File: config.mk
export PLATFORM = sky130hd
export DESIGN_NAME = stable_sorted_priority_queue
export DESIGN_NICKNAME = d
export VERILOG_FILES = /design/src/rtl/ssq_pkg.sv /design/src/rtl/stable_sorted_priority_queue.sv /design/src/rtl/ssq_ram.sv
export SDC_FILE = /design/constraint.sdc
export NUM_CORES = 1
export LEC_CHECK = 0
export BUFFER_PORTS_ARGS = -buffer_cell sky130_fd_sc_hd__buf_4
export CORE_AREA = 2 2 249 251
export DETAILED_ROUTE_END_ITERATION = 7
export DIE_AREA = 0 0 251 253
export HOLD_SLACK_MARGIN = 0.1
export MAX_ROUTING_LAYER = met4
export PLACE_DENSITY = 0.77
export SKIP_LAST_GASP = 1
export SLEW_MARGIN = 20
export SYNTH_ARGS = -nofsm -noshare
export SYNTH_HDL_FRONTEND = slang
export SYNTH_SLANG_ARGS = --single-unit
File: constraint.sdc
create_clock -name i_clk -period 11.11 [get_ports i_clk]
set_input_delay 2.7775 -clock i_clk [delete_from_list [all_inputs] [get_ports i_clk]]
set_output_delay 2.7775 -clock i_clk [all_outputs]
set_load 0.02 [all_outputs]
File: src/rtl/ssq_pkg.sv
// Shared types and constants for the stable sorted priority queue.
// No dependencies; used by the top level and the testbench.
`timescale 1ns / 1ps

package ssq_pkg;

    // Queue geometry and field widths
    localparam int QUEUE_DEPTH   = 16;
    localparam int PRIORITY_BITS = 8;
    localparam int VALUE_BITS    = 32;
    localparam int IDX_W         = $clog2(QUEUE_DEPTH);
    localparam int CNT_W         = $clog2(QUEUE_DEPTH + 1);

    // Item kinds
    localparam logic KIND_PUSH = 1'b0;
    localparam logic KIND_POP  = 1'b1;

    // Result status codes
    localparam logic [1:0] ST_OK        = 2'd0;
    localparam logic [1:0] ST_POP_EMPTY = 2'd1;
    localparam logic [1:0] ST_PUSH_FULL = 2'd2;

    typedef logic signed [VALUE_BITS-1:0] t_value;
    typedef logic [PRIORITY_BITS-1:0]     t_prio;
    typedef logic [IDX_W-1:0]             t_idx;
    typedef logic [CNT_W-1:0]             t_cnt;

    // One stored entry
    typedef struct packed {
        t_value value;
        t_prio  prio;
    } t_entry;

    // Input item
    typedef struct packed {
        logic   kind;
        t_value value;
        t_prio  priority_req;
    } t_item;

    // Result item
    typedef struct packed {
        t_value     front_value;
        t_value     back_value;
        t_cnt       entry_count;
        logic       is_empty;
        logic [1:0] status;
    } t_result;

    // Map a position in queue order to a RAM address of the circular buffer
    function automatic t_idx phys_addr(input t_idx head, input t_idx pos);
        logic [IDX_W:0] sum;
        sum = {1'b0, head} + {1'b0, pos};
        if (sum >= (IDX_W+1)'(QUEUE_DEPTH)) begin
            sum = sum - (IDX_W+1)'(QUEUE_DEPTH);
        end
        return sum[IDX_W-1:0];
    endfunction

endpackage

File: src/rtl/stable_sorted_priority_queue.sv
// Top level of the stable sorted priority queue: sequencer, head/tail tracking, results.
// Depends on ssq_pkg and ssq_ram.
`timescale 1ns / 1ps

// Entries sit in one RAM used as a circular buffer in priority order (ties in arrival
// order). An item is taken when start is high and busy is low; its result appears on
// o_result for exactly one cycle with o_strobe, and the receiver cannot stall it.
// A pop is done without leaving idle when it empties the queue or hits an empty queue;
// otherwise it makes one RAM read for the new head. A push into an empty or full queue
// is done without leaving idle; otherwise each stored entry with a larger priority
// number is moved one slot back by a read-then-write walk from the tail, one entry per
// cycle through the single read and write ports. The strobe is registered and comes in
// the cycle after the item finishes, and the next item may start in that cycle.
module stable_sorted_priority_queue (
    input  logic             i_clk,
    input  logic             i_rst_n,
    input  logic             start,
    output logic             busy,
    input  ssq_pkg::t_item   i_item,
    output logic             o_strobe,
    output ssq_pkg::t_result o_result
);

    typedef enum logic [3:0] {
        S_IDLE  = 4'b0001,
        S_SHIFT = 4'b0010,
        S_PLACE = 4'b0100,
        S_POPWT = 4'b1000
    } t_state;

    t_state            r_state, n_state;
    ssq_pkg::t_idx     r_head, n_head;
    ssq_pkg::t_cnt     r_count, n_count;
    ssq_pkg::t_idx     r_slot, n_slot;
    ssq_pkg::t_value   r_front, n_front;
    ssq_pkg::t_value   r_back, n_back;
    ssq_pkg::t_entry   r_new, n_new;
    logic [1:0]        r_status, n_status;
    logic              r_done, n_done;

    logic              ram_we, ram_re;
    ssq_pkg::t_idx     ram_waddr, ram_raddr;
    ssq_pkg::t_entry   ram_wdata, ram_rdata;
    logic              accept;
    ssq_pkg::t_idx     slot_next;

    ssq_ram #(
        .DEPTH (ssq_pkg::QUEUE_DEPTH),
        .WIDTH ($bits(ssq_pkg::t_entry))
    ) u_ram (
        .i_clk   (i_clk),
        .i_we    (ram_we),
        .i_waddr (ram_waddr),
        .i_wdata (ram_wdata),
        .i_re    (ram_re),
        .i_raddr (ram_raddr),
        .o_rdata (ram_rdata)
    );

    assign busy      = (r_state != S_IDLE);
    assign accept    = start && !busy;
    assign slot_next = r_slot + ssq_pkg::IDX_W'(1);

    // Sequence one item: pointer update, shift walk, head refetch.
    // The walk reads position p-1 while writing p+1, so a RAM entry is always read
    // before it is overwritten and no forwarding is needed.
    always_comb begin
        n_state   = r_state;
        n_head    = r_head;
        n_count   = r_count;
        n_slot    = r_slot;
        n_front   = r_front;
        n_back    = r_back;
        n_new     = r_new;
        n_status  = r_status;
        n_done    = 1'b0;
        ram_we    = 1'b0;
        ram_re    = 1'b0;
        ram_waddr = r_head;
        ram_raddr = r_head;
        ram_wdata = r_new;

        unique case (r_state)
            S_IDLE: begin
                if (accept) begin
                    if (i_item.kind == ssq_pkg::KIND_POP) begin
                        n_status = ssq_pkg::ST_OK;
                        if (r_count == '0) begin
                            n_status = ssq_pkg::ST_POP_EMPTY;
                            n_done   = 1'b1;
                        end else begin
                            n_head  = ssq_pkg::phys_addr(r_head, ssq_pkg::IDX_W'(1));
                            n_count = r_count - ssq_pkg::CNT_W'(1);
                            if (r_count == ssq_pkg::CNT_W'(1)) begin
                                n_done = 1'b1;
                            end else begin
                                ram_re    = 1'b1;
                                ram_raddr = ssq_pkg::phys_addr(r_head, ssq_pkg::IDX_W'(1));
                                n_state   = S_POPWT;
                            end
                        end
                    end else begin
                        n_status  = ssq_pkg::ST_OK;
                        n_new     = '{value: i_item.value, prio: i_item.priority_req};
                        if (r_count == ssq_pkg::CNT_W'(ssq_pkg::QUEUE_DEPTH)) begin
                            n_status = ssq_pkg::ST_PUSH_FULL;
                            n_done   = 1'b1;
                        end else if (r_count == '0) begin
                            ram_we    = 1'b1;
                            ram_waddr = r_head;
                            ram_wdata = '{value: i_item.value, prio: i_item.priority_req};
                            n_front   = i_item.value;
                            n_back    = i_item.value;
                            n_count   = ssq_pkg::CNT_W'(1);
                            n_done    = 1'b1;
                        end else begin
                            // Start the walk at the tail
                            n_slot    = ssq_pkg::IDX_W'(r_count - ssq_pkg::CNT_W'(1));
                            ram_re    = 1'b1;
                            ram_raddr = ssq_pkg::phys_addr(r_head,
                                ssq_pkg::IDX_W'(r_count - ssq_pkg::CNT_W'(1)));
                            n_state   = S_SHIFT;
                        end
                    end
                end
            end

            S_SHIFT: begin
                ram_we    = 1'b1;
                ram_waddr = ssq_pkg::phys_addr(r_head, slot_next);
                if (ram_rdata.prio > r_new.prio) begin
                    // Move the entry one slot back and keep walking toward the head
                    ram_wdata = ram_rdata;
                    if (r_slot == '0) begin
                        n_state = S_PLACE;
                    end else begin
                        ram_re    = 1'b1;
                        ram_raddr = ssq_pkg::phys_addr(r_head,
                            r_slot - ssq_pkg::IDX_W'(1));
                        n_slot    = r_slot - ssq_pkg::IDX_W'(1);
                    end
                end else begin
                    // Drop the new entry behind every entry of lower or equal number
                    ram_wdata = r_new;
                    if (ssq_pkg::CNT_W'(slot_next) == r_count) begin
                        n_back = r_new.value;
                    end
                    n_count = r_count + ssq_pkg::CNT_W'(1);
                    n_done  = 1'b1;
                    n_state = S_IDLE;
                end
            end

            S_PLACE: begin
                // New entry becomes the head
                ram_we    = 1'b1;
                ram_waddr = r_head;
                ram_wdata = r_new;
                n_front   = r_new.value;
                n_count   = r_count + ssq_pkg::CNT_W'(1);
                n_done    = 1'b1;
                n_state   = S_IDLE;
            end

            S_POPWT: begin
                // Capture the new head
                n_front = ram_rdata.value;
                n_done  = 1'b1;
                n_state = S_IDLE;
            end

            default: begin
                n_state = S_IDLE;
            end
        endcase
    end

    // Control registers
    always_ff @(posedge i_clk) begin
        if (!i_rst_n) begin
            r_state <= S_IDLE;
            r_head  <= '0;
            r_count <= '0;
            r_done  <= 1'b0;
        end else begin
            r_state <= n_state;
            r_head  <= n_head;
            r_count <= n_count;
            r_done  <= n_done;
        end
    end

    // Payload registers
    always_ff @(posedge i_clk) begin
        r_slot   <= n_slot;
        r_front  <= n_front;
        r_back   <= n_back;
        r_new    <= n_new;
        r_status <= n_status;
    end

    // Present the result; an empty queue shows zero at both ends
    assign o_strobe             = r_done;
    assign o_result.front_value = (r_count == '0) ? '0 : r_front;
    assign o_result.back_value  = (r_count == '0) ? '0 : r_back;
    assign o_result.entry_count = r_count;
    assign o_result.is_empty    = (r_count == '0);
    assign o_result.status      = r_status;

    // The walk never reads and writes the same entry in one cycle
    a_no_rw_collision: assert property (@(posedge i_clk) disable iff (!i_rst_n)
        ram_we && ram_re |-> ram_waddr != ram_raddr)
        else $error("entry RAM read and write hit the same address");

    // A result is shown only once the sequencer is back in idle
    a_strobe_idle: assert property (@(posedge i_clk) disable iff (!i_rst_n)
        o_strobe |-> !busy)
        else $error("result strobe while an item is still in work");

    // A dropped push reports a full queue
    a_full_status: assert property (@(posedge i_clk) disable iff (!i_rst_n)
        o_strobe && o_result.status == ssq_pkg::ST_PUSH_FULL
        |-> r_count == ssq_pkg::CNT_W'(ssq_pkg::QUEUE_DEPTH))
        else $error("push-full status with room left");

    // The count grows by at most one per item and never passes the depth
    a_count_bound: assert property (@(posedge i_clk) disable iff (!i_rst_n)
        r_count <= ssq_pkg::CNT_W'(ssq_pkg::QUEUE_DEPTH))
        else $error("entry count beyond queue depth");

endmodule

File: src/rtl/ssq_ram.sv
// Simple dual-port entry RAM: one write port, one read port, registered read data.
// No dependencies.
`timescale 1ns / 1ps

module ssq_ram #(
    parameter int DEPTH = 16,
    parameter int WIDTH = 40
) (
    input  logic                     i_clk,
    input  logic                     i_we,
    input  logic [$clog2(DEPTH)-1:0] i_waddr,
    input  logic [WIDTH-1:0]         i_wdata,
    input  logic                     i_re,
    input  logic [$clog2(DEPTH)-1:0] i_raddr,
    output logic [WIDTH-1:0]         o_rdata
);

    logic [WIDTH-1:0] r_mem [DEPTH];

    // Write port
    always_ff @(posedge i_clk) begin
        if (i_we) begin
            r_mem[i_waddr] <= i_wdata;
        end
    end

    // Read port with registered read data
    always_ff @(posedge i_clk) begin
        if (i_re) begin
            o_rdata <= r_mem[i_raddr];
        end
    end

endmodule

==> impl_metrics.tcl <==
set metrics [dict create \
    globalRoute.totalOverflow 0 \
    synth_area_leaders "edfxtp_1 72%, nand2_1 4.7%, mux2i_1 3.7%, a221oi_1 3.2%, a21oi_1 2.3%" \
    ys_seq_area_frac 0.724 \
    rsz0062_at_grt "false" \
    synth_cell_types 58 \
    worst_pin_slew_ps 1080 \
    netlist_top_cells_count "790 x edfxtp_1, 419 x nand2_1, 149 x a21oi_1" \
    cp_max_fo 72 \
    crit_arrival_ps 6450 \
    drt_iter0_markers 2878 \
    drt_wl_total_um 82200 \
    grt_max_degree 204 \
    drcViolationCount 0 \
    r2r_end "u_ram.o_rdata[38]$_DFFE_PP_" \
    rrSetupSlack_ps 6110 \
    r2r-start "u_ram.o_rdata[5]$_DFFE_PP_" \
    hp-class "reg2reg" \
    nFillCells 4297 \
    cap_viol_max_count 0 \
    worstSetupPathType "in2reg" \
    cts_sinks 804 \
    detail-route-antenna-nets 0 \
    cts-root-buf "clkbuf_16" \
    async_flop_share 0 \
    clock.fmax_ghz 0.168 \
    synth_edf_count 790 \
    reg2reg_depth 11 \
    core-area_um2 61000 \
    setup_violations 0 \
    gp_congestion 0.887 \
    synth_flop_cell "edfxtp_1" \
    vias 20600 \
    antenna_found_initial 2 \
    dp_hpwl_um 41600 \
    start_util 0.543 \
    routed_via_density 6.42 \
    clk_pin_slew_ps 60 \
    hold_end "r_back[25]$_DFFE_PP_" \
    tns_ps 0 \
    crit_required_ps 11600 \
    dieArea_um2 63500 \
    peakVddDrop_mv 0.397 \
    slowest_stage "and3_4" \
    clock_latency_ps 630 \
    grt_first_pass_wirelength_um 122000 \
    wire_per_inst_um 25.6 \
    cts_buffers 76 \
    holdCritStartpoint "r_new[33]$_DFFE_PP_" \
    drive_gt1_frac 0.145 \
    synth.most_common_cell "edfxtp_1" \
    grt_pass1_vias 20300 \
    drt_first_pass_iters 8 \
    cts-resized-gates 0 \
    syn_inst 2279 \
    drv_slew 0 \
    cp-end-kind "flop" \
    status "completed" \
    power_w 0.0109 \
    skew_ps 22.4 \
    die_h_um 253 \
    cts.htree.levels 3 \
    p_per_area_nw_per_um2 294 \
    fin_crit_ps 5960 \
    timing.hold.ws_ps 576 \
    syn_nets 2349 \
    leakage_nw 12.3 \
    synth.cell_area_um2 33100 \
    synth_seq_cells 804 \
    cpPeakStageDelay_ps 870 \
    grt_usage 0.265 \
    synth_top_area_share 0.716 \
    cts_setup_buffers 0 \
    min_period_over_period 0.536 \
    cts_hold_buf 0 \
    cp_cell_sequence "buf_4 > a21oi_1 > and3b_1 > nand2b_1 > nand2_1 > a21o_1 > and3_4 > buf_4 > a21oi_1 > a221oi_1 > a2111o_1" \
    holdPathStages 2 \
    cts_buffer_depth 3 \
    worst-path-buf-inv 2 \
    port_buffers 117 \
    synth.avg_cell_area_um2 14.5 \
    fp.dieW_um 251 \
    start_kind "input port" \
    syn_to_final_growth_pct 12.5 \
    path_delay_family "simple AND/OR/NAND/NOR gates" \
    synth_top_cell_by_area "edfxtp_1" \
    yosysWarnings 0 \
    fin_nets 2431 \
    hold_viol_final 0 \
    core.rowCount 91 \
    pin_count 118 \
    max_slew_margin 0.281 \
    cts_tree "yes" \
]
[final cells by class]
class                           count  area (um^2)  share of cell area
Clock inverter                     45          403              0.0108
Tap cell                          790          988              0.0265
Antenna cell                        2         5.00            0.000134
Timing Repair Buffer              158         1210              0.0325
Multi-Input combinational cell   1257         8370               0.225
Inverter                           64          240             0.00645
Clock buffer                       92         2050              0.0549
Sequential cell                   804        24000               0.644
[how the worst max path moves through the flow]
stage,start,endpoint,slack [ps],cells after the start
finish,i_item[40],u_ram.o_rdata[35]$_DFFE_PP_,5150,11
global route,i_item[40],u_ram.o_rdata[35]$_DFFE_PP_,5040,11
CTS,r_count[0]$_SDFFE_PN0P_,o_result[45],5200,6
detailed placement,i_item[40],u_ram.o_rdata[35]$_DFFE_PP_,4690,11
global placement,i_item[40],u_ram.o_rdata[35]$_DFFE_PP_,4780,11
floorplan,i_item[40],u_ram.r_mem[1][0]$_DFFE_PP_,4730,6
[cells in the final DEF, fill, tap and decap left out, types with 8 or more instances in the layout]
| master | n |
|---|---|
| ha_1 | 23 |
| edfxtp_1 | 790 |
| a21oi_2 | 37 |
| clkbuf_16 | 80 |
| nor2_4 | 19 |
| nand2_1 | 417 |
| nor2b_1 | 68 |
| a32oi_1 | 39 |
| dfxtp_1 | 14 |
| o21ai_0 | 17 |
| inv_1 | 63 |
| buf_4 | 156 |
| a221oi_1 | 120 |
| clkbuf_1 | 12 |
| a2111o_1 | 39 |
| nor2_1 | 23 |
| a222oi_1 | 40 |
| clkinv_1 | 15 |
| nand3_1 | 8 |
| clkinv_2 | 15 |
| a21oi_1 | 149 |
| xnor2_1 | 8 |
| a22oi_1 | 32 |
| mux2i_1 | 123 |
| xor2_1 | 13 |
[state kept, by name, summed over array words and instances, names as in the netlist]
signal and cells:
r_new 40, r_head 4, r_state 4, o_strobe 1, r_status 2, u_ram.r_mem 640, r_front 32, r_back 32
u_ram.o_rdata 40, r_slot 4, r_count 5
[kinds of logic (layout without fill, tap and decap cells)]
group | count (synthesis) | after routing | synth area share
compound gates | 500 | 500 | 0.117
mux | 126 | 126 | 0.0382
buf+inv | 218 | 359 | 0.0295
xor+xnor | 21 | 21 | 0.00555
flops | 804 | 804 | 0.724
simple gates | 584 | 584 | 0.0753
other cells | 0 | 2 | 0
fa+ha+maj | 26 | 26 | 0.0105
[power breakdown]
part,leakage (nW),switching [W],internal (W)
combinational,3.84,0.00271,0.00123
clock,1.19,0.00111,0.00146
sequential,7.30,0.000167,0.00428
[tightest hold or removal path, cell delays in order (launching register included)]
cell	delay (ps)
edfxtp_1	370
nand2_1	60
nand2_1	50
[per-layer routing]
metal / GRT usage / vias to the layer above / share of wire
li1: - / 8949 / -
met1: 0.348 / 10200 / 0.38
met2: 0.405 / 1309 / 0.47
met3: 0.0572 / 202 / 0.12
met4: 0.105 / 0 / 0.032
met5: - / - / 0
[metrics by stage]
step	std cells	setup slack [ps]	utilization	instance area (um^2)
detailed placement	3073	4690	0.570	34800
finish	3212	5150	0.611	37300
global placement	3073	4780	0.570	34800
global route	3212	5040	0.611	37300
floorplan	2279	4730	-	33100
CTS	3210	5200	0.611	37300
No activity file was read; power rests on OpenSTA's default activity.
